==> src/hw/rtl/pcc_pkg.sv <==
// pcc_pkg: shared types, widths and constants of the polar/cartesian converter.
// No dependencies; imported by every module under hw/rtl.
package pcc_pkg;

    // cordic run length, one cell per step
    localparam int ROTATION_STEPS = 24;
    localparam int IDXW = 5;

    // field widths
    localparam int DW = 24;
    localparam int AW = 16;

    // internal datapath: coordinates carry GUARD extra fraction bits
    localparam int GUARD = 32;
    localparam int XW = 58;
    localparam int ZW = 32;

    // inverse cordic gain, Q0.32
    localparam logic [31:0] INV_GAIN = 32'd2608131496;

    // magnitude scaling: (x >> MAG_PRE_SHIFT) * INV_GAIN, rounded >> MAG_POST_SHIFT
    localparam int MAG_PRE_SHIFT = 24;
    localparam int MAG_POST_SHIFT = 40;
    localparam int MXW = XW - 1 - MAG_PRE_SHIFT;
    localparam int PW = MXW + 32;

    // action codes
    localparam logic [1:0] ACT_CART = 2'd0;
    localparam logic [1:0] ACT_POLAR = 2'd1;

    typedef enum logic [1:0] {
        MODE_VECT,
        MODE_ROT,
        MODE_CLEAR
    } pcc_mode_t;

    // word handed from stage to stage
    typedef struct packed {
        pcc_mode_t             mode;
        logic                  zero;
        logic signed [XW-1:0]  x;
        logic signed [XW-1:0]  y;
        logic [ZW-1:0]         z;
        logic [DW-1:0]         echo_a;
        logic [DW-1:0]         echo_b;
    } pcc_word_t;

    // arctangent of 2^-i, 2^32 per full turn
    function automatic logic [ZW-1:0] pcc_atan(input logic [IDXW-1:0] i);
        logic [ZW-1:0] r;
        unique case (i)
            5'd0:  r = 32'h20000000;
            5'd1:  r = 32'h12E4051E;
            5'd2:  r = 32'h09FB385B;
            5'd3:  r = 32'h051111D4;
            5'd4:  r = 32'h028B0D43;
            5'd5:  r = 32'h0145D7E1;
            5'd6:  r = 32'h00A2F61E;
            5'd7:  r = 32'h00517C55;
            5'd8:  r = 32'h0028BE53;
            5'd9:  r = 32'h00145F2F;
            5'd10: r = 32'h000A2F98;
            5'd11: r = 32'h000517CC;
            5'd12: r = 32'h00028BE6;
            5'd13: r = 32'h000145F3;
            5'd14: r = 32'h0000A2FA;
            5'd15: r = 32'h0000517D;
            5'd16: r = 32'h000028BE;
            5'd17: r = 32'h0000145F;
            5'd18: r = 32'h00000A30;
            5'd19: r = 32'h00000518;
            5'd20: r = 32'h0000028C;
            5'd21: r = 32'h00000146;
            5'd22: r = 32'h000000A3;
            5'd23: r = 32'h00000051;
            5'd24: r = 32'h00000029;
            5'd25: r = 32'h00000014;
            5'd26: r = 32'h0000000A;
            5'd27: r = 32'h00000005;
            5'd28: r = 32'h00000003;
            5'd29: r = 32'h00000001;
            5'd30: r = 32'h00000001;
            default: r = 32'h00000000;
        endcase
        return r;
    endfunction

endpackage

==> src/hw/rtl/pcc_prep.sv <==
// pcc_prep: input stage; decodes the form, folds the vector into the working
// half plane and applies the inverse gain for polar input. Uses pcc_pkg.
module pcc_prep
    import pcc_pkg::*;
(
    input  logic                 clk,
    input  logic                 rst_n,
    input  logic                 valid_in,
    output logic                 ready_up,
    input  logic [1:0]           action,
    input  logic signed [DW-1:0] first_value,
    input  logic signed [DW-1:0] second_value,
    output logic                 valid_out,
    input  logic                 ready_down,
    output pcc_word_t            word_out
);

    logic                valid_reg;
    pcc_word_t           word_reg;
    pcc_word_t           word_next;
    logic signed [DW:0]  a_s;
    logic signed [DW:0]  b_s;
    logic signed [DW:0]  xv;
    logic signed [DW:0]  yv;
    logic [ZW-1:0]       zv;
    logic [DW-1:0]       m;
    logic signed [DW:0]  m_s;
    logic signed [DW:0]  ms;
    logic signed [32:0]  gain_s;
    logic signed [XW-1:0] prod;
    logic                flip;

    // quarter-turn fold for vectoring
    always_comb
    begin
        a_s = {first_value[DW-1], first_value};
        b_s = {second_value[DW-1], second_value};
        xv = a_s;
        yv = b_s;
        zv = '0;
        if (first_value[DW-1])
        begin
            if (!second_value[DW-1])
            begin
                xv = b_s;
                yv = -a_s;
                zv = 32'h40000000;
            end
            else
            begin
                xv = -b_s;
                yv = a_s;
                zv = 32'hC0000000;
            end
        end
    end

    // polar: clamp magnitude, fold angle, scale by inverse gain
    always_comb
    begin
        m = first_value[DW-1] ? '0 : first_value;
        m_s = {1'b0, m};
        flip = second_value[AW-1] ^ second_value[AW-2];
        ms = flip ? -m_s : m_s;
        gain_s = {1'b0, INV_GAIN};
        prod = ms * gain_s;
    end

    // form decode
    always_comb
    begin
        word_next = '0;
        unique case (action)
            ACT_CART:
            begin
                word_next.mode = MODE_VECT;
                word_next.zero = (first_value == '0) && (second_value == '0);
                word_next.x = XW'(xv) <<< GUARD;
                word_next.y = XW'(yv) <<< GUARD;
                word_next.z = zv;
                word_next.echo_a = first_value;
                word_next.echo_b = second_value;
            end
            ACT_POLAR:
            begin
                word_next.mode = MODE_ROT;
                word_next.x = prod;
                word_next.y = '0;
                word_next.z = {second_value[AW-1:0], {(ZW-AW){1'b0}}}
                              + (flip ? 32'h80000000 : 32'h0);
                word_next.echo_a = m;
                word_next.echo_b = second_value;
            end
            default:
            begin
                word_next.mode = MODE_CLEAR;
            end
        endcase
    end

    assign ready_up = !valid_reg || ready_down;
    assign valid_out = valid_reg;
    assign word_out = word_reg;

    // stage valid
    always_ff @(posedge clk or negedge rst_n)
    begin
        if (!rst_n)
        begin
            valid_reg <= 1'b0;
        end
        else if (ready_up)
        begin
            valid_reg <= valid_in;
        end
    end

    // stage payload
    always_ff @(posedge clk)
    begin
        if (ready_up && valid_in)
        begin
            word_reg <= word_next;
        end
    end

endmodule

==> config.mk <==
export PLATFORM = sky130hd
export DESIGN_NAME = pcc_prep
export DESIGN_NICKNAME = d
export VERILOG_FILES = /design/src/hw/rtl/pcc_pkg.sv /design/src/hw/rtl/pcc_prep.sv
export SDC_FILE = /design/constraint.sdc
export NUM_CORES = 1
export LEC_CHECK = 0
export ABC_CLOCK_PERIOD_IN_PS = 5600
export BUFFER_PORTS_ARGS = -buffer_cell sky130_fd_sc_hd__buf_2
export CAP_MARGIN = 20
export CORE_MARGIN = 1
export CORE_UTILIZATION = 50
export CTS_CLUSTER_SIZE = 24
export DETAILED_ROUTE_END_ITERATION = 10
export GPL_TIMING_DRIVEN = 0
export PLACE_DENSITY_LB_ADDON = 0.12
export SYNTH_ARGS = -nofsm -noshare
export SYNTH_HDL_FRONTEND = slang
export SYNTH_SLANG_ARGS = --single-unit
==> constraint.sdc <==
create_clock -name clk -period 5.6 [get_ports clk]
set_input_delay 0.56 -clock clk [delete_from_list [all_inputs] [get_ports clk]]
set_output_delay 0.56 -clock clk [all_outputs]
set_load 0.1 [all_outputs]
==> flow_summary.ini <==
[worst_hold_path]
worstHoldPathType = in2reg
min-delay-start = valid_in
hold_end = valid_out
holdPathStages = 2

[global_routing]
grt_pass1_wl_mm = 100.3
track_usage_pct = 30.83
grt_max_degree = 71
grt_overflow = 0
antenna_found_initial = 0
grt_pass1_vias = 17000

[worst_setup_path]
critical_path_class = in2reg
r2r_slack_ps = 3690
slowest_delay_ps = 550
timing.rr.start = valid_out
reg2reg_to = word_out[189]
slowest_stage = fa_2
critPathRequiredTime_ps = 5760
end_kind = flip-flop
start_kind = primary input
crit_fanout = 6
reg2reg_depth = 4
arrival_ps = 8680

[final_layout]
fin_nets = 3163
drive_gt1_share_pct = 29.89
num-fill-cells = 3412
n_antenna_cell = 0
area_delta_synth_final_pct = 27.23

[die]
coreArea_um2 = 42040
dieArea_um2 = 43560
ios = 255
die_w_um = 208.7
die_y_um = 208.7
rows = 75
start_util_pct = 50.82

[sta]
skew_ps = 14.78
worst_slew_pin_slew_ps = 959.2
fmax_ghz = 0.1173
fin_crit_sh_pct = 152.3
period_minus_slack_ps = 8527
finalHoldViolCount = 0
drv_slew = 0
rsz0062_at_grt = true
setup_slack_ps = -2927
setup_violations = 44
relSlewSlack_pct = 36.05

[yosys]
synth_cell_types = 72
synthFlopType = edfxtp_1
yosys-top-cells-area = fa_1 (29%), edfxtp_1 (21%), ha_1 (15%), inv_1 (8.6%), nor2_1 (2.3%)
async_flop_share_pct = 0.6757
synth_top_family_by_area = adder cells
ys_ff_latch = 148
synth_xor_area_share_pct = 3.648
synth_edf_count = 147
synth_top_area_share_pct = 29.05
post-synth-top-area-cell = fa_1
synth_compound_gate_area_share_pct = 9.100
synthAdderAreaFrac_pct = 44.04
yosysSeqAreaShare_pct = 20.78
synth.avg_cell_area_um2 = 9.937
yosysMostFrequentCell = inv_1
yosysWarnings = 0
yosys-top-cells-count = inv_1 (492), fa_1 (310), ha_1 (256), edfxtp_1 (147), nor2_1 (130)
synthSimpleGateAreaFrac_pct = 10.20
synth_mux_area_share_pct = 0.3397
synthCells = 2150
syn_area_um2 = 21370

[cts]
cts_made_buffers = 17
clock_path_buffers = 2
cts.sinks = 148
clk_latency_ps = 450
cts_tree = yes
cts-root-buf = clkbuf_16
htree_levels = 4
clk_pin_slew_worst_paths_ps = 80

[status]
violations = setup timing
run_status = complete, but fails checks

[route]
first_pass_iters = 5
drc = 0
detail_route.wl_per_cell_um = 21.69
drt_iter0_drc = 1260
postRouteAntennaNets = 0
num_vias = 16850
drt_wl_total_mm = 67.12
avgViaCountPerCell = 5.444

[job]
maxCapViolCount = 0

[place]
placement.io_buffers = 188
place.gp.congestion = 0.9749
dp_slack_ps = -4268
hpwl_mm = 54.11
## cells by family after synthesis
group,count (synthesis)
xor gates and xnor gates,89
muxes,7
buffers and inverters,623
other,1
and+or+nand+nor,419
AOI/OAI and AO/OA,297
adders and majority gates,566
DFF,148
## worst max path at each step
stage / startpoint / end
3_3_place_gp: first_value[0] / word_out[193]
2_1_floorplan: first_value[7] / word_out[188]
4_1_cts: first_value[9] / word_out[181]
5_1_grt: first_value[3] / word_out[185]
3_5_place_dp: first_value[5] / word_out[193]
6_report: first_value[9] / word_out[185]
## metrics by stage
stage	TNS [ps]	hold WS [ps]	instance area, um2	std cells	utilization [%]
5_1_grt	-103280	331.9	27180	3095	64.66
3_3_place_gp	-146120	335.6	23770	2927	56.54
4_1_cts	-97610	313.7	26160	3058	62.22
3_5_place_dp	-146640	337.4	23830	2929	56.67
6_report	-96910	326.0	27180	3095	64.66
2_1_floorplan	-81580	264.4	22150	2200	-
## area by class of cell
cell class	count	area [um2]	area share (%)
Multi-Input combinational cell	1429	16560	60.91
Tap cell	539	674.4	2.481
Sequential cell	148	4439	16.33
Timing Repair Buffer	335	2315	8.515
Clock inverter	12	105.1	0.3866
Clock buffer	20	446.7	1.643
Inverter	492	1877	6.904
Buffer	120	769.5	2.831
## flip-flops by register name (all words and copies together), names as in the netlist
register   flops
valid_out      1
word_out     147
## what timing repair did
action	4_1_cts	5_1_grt
hold buffers	1	0
cloned	0	0
resized for setup	211	173
setup endpoints to repair	46	46
pin swaps	127	136
setup buffers	105	46
hold endpoints to repair	1	0
## placed cells by master, fill, tap and decap left out, types with 30 or more instances in the layout
master / netlist / layout
buf_4: 53 / 161
inv_2: 0 / 40
nor2b_1: 36 / 34
inv_1: 492 / 444
a21oi_1: 82 / 44
a21oi_2: 0 / 30
buf_2: 1 / 185
fa_1: 310 / 283
ha_4: 0 / 47
and2_1: 45 / 43
xnor2_1: 49 / 36
edfxtp_1: 147 / 147
nor2_1: 130 / 114
conb_1: 1 / 51
nand2_1: 66 / 51
clkbuf_1: 73 / 53
ha_1: 256 / 201
buf_6: 0 / 31
## worst max-delay path, delay by kind of cell
kind,cells,cell delay [ps]
simple gates,9,2300
fa+ha+maj,8,3550
buf+inv,7,660
compound gates,5,1150
xor+xnor,2,440
## layer usage
layer | share of wire [%] | global-route usage, % | vias to the layer above
li1 | - | - | 7633
met1 | 44 | 43.82 | 8402
met2 | 47 | 49.98 | 718
met3 | 6.1 | 2.946 | 97
met4 | 2.7 | 9.660 | 0
met5 | 0 | 0 | -
Power is left out: the tool's default activity adds up to more than one toggle a clock period on the data nets, which glitch-free logic cannot reach.
