**config.mk**
```make
export PLATFORM = sky130hd
export DESIGN_NAME = pcc_post
export DESIGN_NICKNAME = d
export VERILOG_FILES = /design/src/hw/rtl/pcc_pkg.sv /design/src/hw/rtl/pcc_post.sv
export SDC_FILE = /design/constraint.sdc
export NUM_CORES = 2
export LEC_CHECK = 0
export BUFFER_PORTS_ARGS = -buffer_cell sky130_fd_sc_hd__buf_2
export CAP_MARGIN = 10
export CORE_AREA = 2 2 215 217
export CTS_BUF_LIST = sky130_fd_sc_hd__clkbuf_8
export DETAILED_ROUTE_END_ITERATION = 8
export DIE_AREA = 0 0 217 219
export PLACE_DENSITY = 0.95
export SLEW_MARGIN = 20
export SYNTH_ARGS = -nofsm -noshare
export SYNTH_HDL_FRONTEND = slang
export SYNTH_SLANG_ARGS = --single-unit
```
**constraint.sdc**
```tcl
create_clock -name clk -period 6.9 [get_ports clk]
set_clock_uncertainty 0.1 [all_clocks]
set_input_delay 0.345 -clock clk [delete_from_list [all_inputs] [get_ports clk]]
set_output_delay 0.345 -clock clk [all_outputs]
set_load 0.005 [all_outputs]
```
**src/hw/rtl/pcc_pkg.sv**
```systemverilog
// pcc_pkg: shared types, widths and constants of the polar/cartesian converter.
// No dependencies; imported by every module under hw/rtl.
package pcc_pkg;

    // cordic run length, one cell per step
    localparam int ROTATION_STEPS = 24;
    localparam int IDXW = 5;

    // field widths
    localparam int DW = 24;
    localparam int AW = 16;

    // internal datapath: coordinates carry GUARD extra fraction bits
    localparam int GUARD = 32;
    localparam int XW = 58;
    localparam int ZW = 32;

    // inverse cordic gain, Q0.32
    localparam logic [31:0] INV_GAIN = 32'd2608131496;

    // magnitude scaling: (x >> MAG_PRE_SHIFT) * INV_GAIN, rounded >> MAG_POST_SHIFT
    localparam int MAG_PRE_SHIFT = 24;
    localparam int MAG_POST_SHIFT = 40;
    localparam int MXW = XW - 1 - MAG_PRE_SHIFT;
    localparam int PW = MXW + 32;

    // action codes
    localparam logic [1:0] ACT_CART = 2'd0;
    localparam logic [1:0] ACT_POLAR = 2'd1;

    typedef enum logic [1:0] {
        MODE_VECT,
        MODE_ROT,
        MODE_CLEAR
    } pcc_mode_t;

    // word handed from stage to stage
    typedef struct packed {
        pcc_mode_t             mode;
        logic                  zero;
        logic signed [XW-1:0]  x;
        logic signed [XW-1:0]  y;
        logic [ZW-1:0]         z;
        logic [DW-1:0]         echo_a;
        logic [DW-1:0]         echo_b;
    } pcc_word_t;

    // arctangent of 2^-i, 2^32 per full turn
    function automatic logic [ZW-1:0] pcc_atan(input logic [IDXW-1:0] i);
        logic [ZW-1:0] r;
        unique case (i)
            5'd0:  r = 32'h20000000;
            5'd1:  r = 32'h12E4051E;
            5'd2:  r = 32'h09FB385B;
            5'd3:  r = 32'h051111D4;
            5'd4:  r = 32'h028B0D43;
            5'd5:  r = 32'h0145D7E1;
            5'd6:  r = 32'h00A2F61E;
            5'd7:  r = 32'h00517C55;
            5'd8:  r = 32'h0028BE53;
            5'd9:  r = 32'h00145F2F;
            5'd10: r = 32'h000A2F98;
            5'd11: r = 32'h000517CC;
            5'd12: r = 32'h00028BE6;
            5'd13: r = 32'h000145F3;
            5'd14: r = 32'h0000A2FA;
            5'd15: r = 32'h0000517D;
            5'd16: r = 32'h000028BE;
            5'd17: r = 32'h0000145F;
            5'd18: r = 32'h00000A30;
            5'd19: r = 32'h00000518;
            5'd20: r = 32'h0000028C;
            5'd21: r = 32'h00000146;
            5'd22: r = 32'h000000A3;
            5'd23: r = 32'h00000051;
            5'd24: r = 32'h00000029;
            5'd25: r = 32'h00000014;
            5'd26: r = 32'h0000000A;
            5'd27: r = 32'h00000005;
            5'd28: r = 32'h00000003;
            5'd29: r = 32'h00000001;
            5'd30: r = 32'h00000001;
            default: r = 32'h00000000;
        endcase
        return r;
    endfunction

endpackage

```
**src/hw/rtl/pcc_post.sv**
```systemverilog
// pcc_post: gain correction of the magnitude, rounding, saturation and the
// output register. Two pipeline stages. Uses pcc_pkg.
module pcc_post
    import pcc_pkg::*;
(
    input  logic                 clk,
    input  logic                 rst_n,
    input  logic                 valid_in,
    output logic                 ready_up,
    input  pcc_word_t            word_in,
    output logic                 result_valid,
    input  logic                 result_ready,
    output logic signed [DW-1:0] x_out,
    output logic signed [DW-1:0] y_out,
    output logic [DW-1:0]        magnitude_out,
    output logic signed [AW-1:0] angle_out,
    output logic                 form_out
);

    localparam int SHW = XW - GUARD;
    localparam int MFW = PW - MAG_POST_SHIFT + 1;
    localparam logic [PW:0] MAG_ROUND = (PW+1)'(1) << (MAG_POST_SHIFT - 1);
    localparam logic signed [XW-1:0] ROT_ROUND = XW'(1) <<< (GUARD - 1);
    localparam logic signed [SHW-1:0] SAT_HI = SHW'((2 ** (DW - 1)) - 1);
    localparam logic signed [SHW-1:0] SAT_LO = -SHW'(2 ** (DW - 1));
    localparam logic [ZW-1:0] ANG_ROUND = ZW'(1) << (ZW - AW - 1);

    function automatic logic signed [DW-1:0] sat_coord(input logic signed [SHW-1:0] v);
        logic signed [DW-1:0] r;
        if (v > SAT_HI)
        begin
            r = SAT_HI[DW-1:0];
        end
        else if (v < SAT_LO)
        begin
            r = SAT_LO[DW-1:0];
        end
        else
        begin
            r = v[DW-1:0];
        end
        return r;
    endfunction

    logic                 a_valid_reg;
    pcc_word_t            a_word_reg;
    logic [PW-1:0]        a_prod_reg;
    logic                 a_ready;
    logic                 b_ready;
    logic [MXW-1:0]       mag_x;
    logic [PW-1:0]        prod_next;

    logic                 out_valid_reg;
    logic signed [DW-1:0] x_out_reg;
    logic signed [DW-1:0] y_out_reg;
    logic [DW-1:0]        mag_out_reg;
    logic signed [AW-1:0] ang_out_reg;
    logic                 form_out_reg;

    logic signed [DW-1:0] x_next;
    logic signed [DW-1:0] y_next;
    logic [DW-1:0]        mag_next;
    logic signed [AW-1:0] ang_next;
    logic                 form_next;
    logic [PW:0]          mag_sum;
    logic [MFW-1:0]       mag_full;
    logic signed [XW-1:0] rx_sum;
    logic signed [XW-1:0] ry_sum;
    logic [ZW-1:0]        z_sum;

    // stage a: clamp x and apply the inverse gain
    always_comb
    begin
        mag_x = word_in.x[XW-1] ? '0 : word_in.x[XW-2:MAG_PRE_SHIFT];
        prod_next = PW'(mag_x) * PW'(INV_GAIN);
    end

    assign b_ready = !out_valid_reg || result_ready;
    assign a_ready = !a_valid_reg || b_ready;
    assign ready_up = a_ready;

    always_ff @(posedge clk or negedge rst_n)
    begin
        if (!rst_n)
        begin
            a_valid_reg <= 1'b0;
        end
        else if (a_ready)
        begin
            a_valid_reg <= valid_in;
        end
    end

    always_ff @(posedge clk)
    begin
        if (a_ready && valid_in)
        begin
            a_word_reg <= word_in;
            a_prod_reg <= prod_next;
        end
    end

    // stage b: rounding, saturation and field selection
    always_comb
    begin
        mag_sum = {1'b0, a_prod_reg} + MAG_ROUND;
        mag_full = mag_sum[PW:MAG_POST_SHIFT];
        rx_sum = a_word_reg.x + ROT_ROUND;
        ry_sum = a_word_reg.y + ROT_ROUND;
        z_sum = a_word_reg.z + ANG_ROUND;
        x_next = '0;
        y_next = '0;
        mag_next = '0;
        ang_next = '0;
        form_next = 1'b0;
        unique case (a_word_reg.mode)
            MODE_VECT:
            begin
                x_next = a_word_reg.echo_a;
                y_next = a_word_reg.echo_b;
                if (!a_word_reg.zero)
                begin
                    if (mag_full > MFW'({DW{1'b1}}))
                    begin
                        mag_next = '1;
                    end
                    else
                    begin
                        mag_next = mag_full[DW-1:0];
                    end
                    ang_next = z_sum[ZW-1:ZW-AW];
                end
            end
            MODE_ROT:
            begin
                x_next = sat_coord(rx_sum[XW-1:GUARD]);
                y_next = sat_coord(ry_sum[XW-1:GUARD]);
                mag_next = a_word_reg.echo_a;
                ang_next = a_word_reg.echo_b[AW-1:0];
                form_next = 1'b1;
            end
            default:
            begin
                form_next = 1'b0;
            end
        endcase
    end

    // output register
    always_ff @(posedge clk or negedge rst_n)
    begin
        if (!rst_n)
        begin
            out_valid_reg <= 1'b0;
        end
        else if (b_ready)
        begin
            out_valid_reg <= a_valid_reg;
        end
    end

    always_ff @(posedge clk)
    begin
        if (b_ready && a_valid_reg)
        begin
            x_out_reg <= x_next;
            y_out_reg <= y_next;
            mag_out_reg <= mag_next;
            ang_out_reg <= ang_next;
            form_out_reg <= form_next;
        end
    end

    assign result_valid = out_valid_reg;
    assign x_out = x_out_reg;
    assign y_out = y_out_reg;
    assign magnitude_out = mag_out_reg;
    assign angle_out = ang_out_reg;
    assign form_out = form_out_reg;

endmodule

```
==> results of run 1 <==
cell usage after synthesis, types with 27 or more instances:
cell,number,area (sq um)
xnor2_1,74,648
fa_1,464,9290
a22o_1,45,394
nand4_1,27,169
edfxtp_1,237,7120
ha_1,356,4450
nor2_1,59,221
o21ai_0,29,145
o211ai_1,31,233
nand2b_1,32,200
nand2_1,152,571
a21o_1,28,210
a21oi_1,57,285
clkbuf_1,35,131
xor2_1,52,455
inv_1,741,2780
nand3_1,43,215
logic make-up after synthesis:
kind of cell	after synthesis	synth area share
mux	3	0.00104
fa+ha+maj	820	0.474
simple gates	421	0.0724
buf+inv	787	0.103
flops	239	0.247
xor+xnor	126	0.0381
compound gates	265	0.0644
layer usage:
metal / overflow / track usage
met1: 1949 / 1.02
met2: 1631 / 1.02
met3: 1069 / 0.985
met4: 442 / 0.775
met5: 91 / 0.898
metrics by stage:
| stage | instance area, sq um | TNS (ns) | std cells |
|---|---|---|---|
| 2_1_floorplan | 29800 | 0 | 2661 |
| 3_3_place_gp | 34000 | -9.51 | 3771 |
| 3_5_place_dp | 34000 | -22.01 | 3771 |
| 4_1_cts | 36500 | -0.107 | 3960 |
repair_timing:
item / in CTS
setup buffers: 30
pin swaps: 78
hold buffers: 100
endpoints found under the hold margin: 101
gates cloned: 3
gates resized for setup: 148
setup endpoints to repair: 26
==> results, run 1 <==
- Counting flops and latches in the post-synthesis netlist gives between 200 and 250.
- The height of the chip is 219 microns.
- The total of buffers placed on input and output ports is between 200 and 250.
- The number of enable-type register cells in the synthesized netlist is ~240.
- The starting density of the core is 0.643.
- The most common flop cell mapped by yosys is edfxtp_1.
- The clock passes through at most 3 buffers.
- The share of synthesized registers carrying an async set or reset is 0.00837.
- The number of global-route vias before repair came to approximately 37000.
- In the global route stage, overall resource usage came out at 0.977.
- The clock root buffer is clkbuf_8.
- The H-tree generated during clock tree synthesis spans 2 levels.
- After synthesis, the mean cell area works out to between 10 and 15 sq um.
- The netlist uses 64 different library cells.
- The net count of the mapped netlist is 3684.
- between 200 and 300 I/O pins were placed.
- The pre-CTS setup slack is -1.16 ns.
- The netlist area before placement is around 29000 sq um.
- The number of buffers created by CTS is 35.
- The synthesis warning total is 0.
- The maximum number of pins on one net before global-route repair is 79.
- The post-synthesis instance total is 2661.
- The final global-route overflow total is approximately 5200.
- The share of the Yosys chip area taken by registers is 0.247.
- The run stopped with a tool error.
- The final weighted congestion of routability-driven global placement is between 1 and 1.5.
- In this run the horizontal extent of the chip is ~220 microns.
- The HPWL after detailed placement is about 89 mm.
- The number of rows created at floorplan is 78.
- The first error in the log reads "[ERROR GRT-0116] Global routing finished with congestion. Check the congestion regions in the DRC Viewer".
- The last stage the flow got to is global routing.
- The first-pass GRT wire length is roughly 310 mm.
- The tree built by TritonCTS fans out to roughly 240 sinks.
==> run 2: changes to the inputs <==
Settings changed: CORE_AREA 2 2 215 217 to 2 2 273 275, CTS_BUF_LIST sky130_fd_sc_hd__clkbuf_8 to not set, DIE_AREA 0 0 217 219 to 0 0 275 277, PLACE_DENSITY 0.95 to not set, PLACE_DENSITY_LB_ADDON set to 0.15.
==> run 2 against run 1 <==
  * The flow now finishes, with violations (setup timing)
  * Synthesized cell count unchanged
  * Area after synthesis did not move
==> results, run 2 <==
- Setup violations remaining at the end of the flow were counted as 1.
- The time the final worst path needs with I/O delays and setup is between 6 and 7 ns.
- After synthesis, the share of flip-flops with an asynchronous set or reset is 0.00837.
- The library cell with the highest instance count after synthesis is inv_1.
- Of all cell types, the one taking the most synthesized area is fa_1.
- The minimum setup slack in the final design is -0.000195 ns.
- The proportion of netlist area held by the largest area contributor is 0.320.
- The core utilization of the finished layout is 0.512.
- The floorplan step defined a die boundary enclosing ~76000 sq um.
- The clock net in this run drives a total of around 240 sinks.
- Synthesis instantiated 64 different standard cells from the library.
- The max-cap violation count is 0.
- Setup repair after global routing could not meet its margin everywhere.
- The post-synthesis instance total is 2661.
- The endpoint type of the worst setup path is a register.
- Summed over all nets, the half-perimeter wirelength after detailed placement is about 79 mm.
- The worst-case hold path end point is a_word_reg[193]$_DFFE_PP_.
- The most numerous cell on the critical path is fa_1.
- The number of global-route vias before repair is ~23000.
- In the routed layout, each cell is associated on average with a via count of between 4 and 5.
- During placement, the flow inserted port buffers numbering ~220.
- During synthesis, Yosys emitted a total of 0 warnings.
- The critical path data required time is roughly 7.1 ns.
- The iteration count of the initial detailed-routing pass is 7.
- The share of the Yosys chip area taken by registers is 0.247.
- In this run the worst path has a maximum fanout of 7.
- Among all stages on the critical path, the largest delay is contributed by fa_1.
- The area overhead of the layout relative to synthesis is 30.0%.
- The longest clock path from root to sink contains 3 buffers.
- The worst-case headroom to the max-slew limit is 0.376.
- In this run the number of H-tree levels came out at 1.
- The total count of hold-check failures in the final report was 0.
- The peak per-stage delay on the critical path is ~0.55 ns.
- The number of antenna violations at the first check in global routing is 2.
- The die boundary width is ~280 microns.
- The initial DRC count is about 1100.
- The setup check on the worst reg-to-reg path leaves a slack of roughly 3.5 ns.
- The clock tree from TritonCTS is yes.
- By count the netlist is led by 741 x inv_1, 464 x fa_1, 356 x ha_1.
- The clock-pin slew reported for the worst setup and hold paths after clock tree synthesis is approximately 0.060 ns.
- The final layout contains routed wiring with a total length of between 90 and 100 mm.
- The starting density of the core is 0.394.
- The max-slew violation count was 0.
- Entering global routing, the biggest net connects 70 pins.
- The most common library cell in the layout ignoring fill and taps is inv_1.
- The critical path class is in2reg.
- The final routed wire length divided by cell count is between 20 and 25 microns.
- The number of placed I/O pins is approximately 290.
- The achievable frequency is 145 MHz.
- The synthesized design contains 239 register bits.
- The pre-CTS setup slack is -1.03 ns.
- Counting instances, the worst hold path has a depth of 1.
- The final global-route overflow total is 0.
- In the layout the commonest cells are 688 x inv_1, 437 x fa_1, 387 x buf_4.
- The layout has about 6700 filler cells.
- The flow ran to the end, but the final reports show violations.
- Counting flops with a built-in enable in the synthesized netlist gives ~240.
- The checks that failed: setup timing.
- At the pin with the least slew margin, the transition time is around 0.94 ns.
- The share of final-layout standard cells stronger than drive strength 1 is 0.267.
- The congestion estimate from routability-driven global placement came to approximately 0.96.
- The count of unresolved DRC violations after routing is 0.
- The final critical-path share of the clock period is 1.00.
- The beginning of the worst register-to-register path is a_word_reg[169]$_DFFE_PP_.
- The first-pass GRT wire length is between 100 and 150 mm.
- The critical path startpoint category is an input port.
- The number of nets in the synthesized netlist is roughly 3700.
- The net count of the finished layout is ~4400.
- The register with the most flip-flops in the layout has roughly 120 of them.
- Buffers inserted during clock tree synthesis total 27.
- The depth of the most critical reg-to-reg path is 8.
- From bottom edge to top edge, the die measures roughly 280 microns.
- The min-delay analysis places its worst path in the category in2reg.
- The synthesized area per cell is between 10 and 15 sq um.
- The total number of vias is 21400.
- In this run the most critical hold path is launched from word_in[193].
- The terminus of the critical flop-to-flop path is x_out[21]$_DFFE_PP_.
- The core outline area is 73600 sq um.
- By area the synthesized netlist is led by fa_1 32%, edfxtp_1 25%, ha_1 15%, inv_1 9.6%, xnor2_1 2.2%.
- Row generation in the floorplan step produced 100 rows.
- The clock root buffer is clkbuf_16.
- For the worst setup path, the data arrival time is about 7 ns.
- For this run, the leading register cell type out of synthesis is edfxtp_1.
- The source-to-sink clock delay at the later pin of the worst-skew pair is about 0.55 ns.
- The number of nets with antenna violations after detailed routing is 0.
- In the global route stage, overall resource usage came out at 0.241.
- The netlist area before placement is roughly 29000 sq um.
run 2: cell families (layout without fill, tap and decap cells):
family / Yosys count / count (layout) / synth area share
xor+xnor: 126 / 126 / 0.0381
simple gates: 421 / 421 / 0.0724
buf+inv: 787 / 1533 / 0.103
mux: 3 / 3 / 0.00104
other cells: 0 / 2 / 0
fa+ha+maj: 820 / 820 / 0.474
compound gates: 265 / 265 / 0.0644
flops: 239 / 239 / 0.247
run 2: critical path: cells and delay by family:
kind	cells	cell delay [ns]
and+or+nand+nor	4	0.58
AOI/OAI and AO/OA	3	0.54
adders and majority gates	9	4.37
buffers and inverters	12	1.20
run 2: worst max-delay path by stage:
stage	startpoint	endpoint	slack, ns	cells after the start
after floorplan	word_in[195]	a_prod_reg[64]$_DFFE_PP_	0.002	23
after global placement	word_in[195]	a_prod_reg[64]$_DFFE_PP_	-0.97	26
after detailed placement	word_in[195]	a_prod_reg[64]$_DFFE_PP_	-1.03	26
after CTS	word_in[195]	a_prod_reg[64]$_DFFE_PP_	-0.006	27
after global routing	word_in[195]	a_prod_reg[51]$_DFFE_PP_	-0.19	30
final	word_in[195]	a_prod_reg[54]$_DFFE_PP_	-0.0002	28
run 2: metal layers:
| metal | GRT usage | up-vias | routed length [microns] |
|---|---|---|---|
| li1 | - | 9927 | - |
| met1 | 0.345 | 10900 | 41300 |
| met2 | 0.400 | 506 | 43900 |
| met3 | 0.0283 | 82 | 4690 |
| met4 | 0.0366 | 0 | 1510 |
| met5 | 0 | - | 0 |
run 2: final cells by class:
cell class                      count  area (sq um)  share of cell area
Sequential cell                   239          7170               0.190
Multi-Input combinational cell   1635         20100               0.534
Antenna cell                        2          5.00            0.000133
Timing Repair Buffer              742          5500               0.146
Inverter                          741          2840              0.0754
Tap cell                          969          1210              0.0322
Clock buffer                       32           694              0.0184
Clock inverter                     18           131             0.00349
run 2: what timing repair did:
item	in CTS	in global routing
endpoints found under the hold margin	99	0
gates resized for setup	77	94
pin swaps	83	78
setup endpoints to repair	22	25
hold buffers	99	0
buffers inserted	27	8
run 2: per-stage QoR:
stage	hold slack, ns	std cells	setup TNS (ns)	cell area, sq um
after floorplan	-0.0506	2661	0	29800
after global placement	0.0304	4194	-16.91	34800
after detailed placement	0.0354	4194	-18.27	34800
after CTS	0.0397	4369	-0.00646	37200
after global routing	0.0461	4378	-1.52	37700
final	0.0730	4378	-0.000195	37700
Power of run 2 is left out: the tool's default activity adds up to more than one toggle a clock period on the data nets, which glitch-free logic cannot reach.
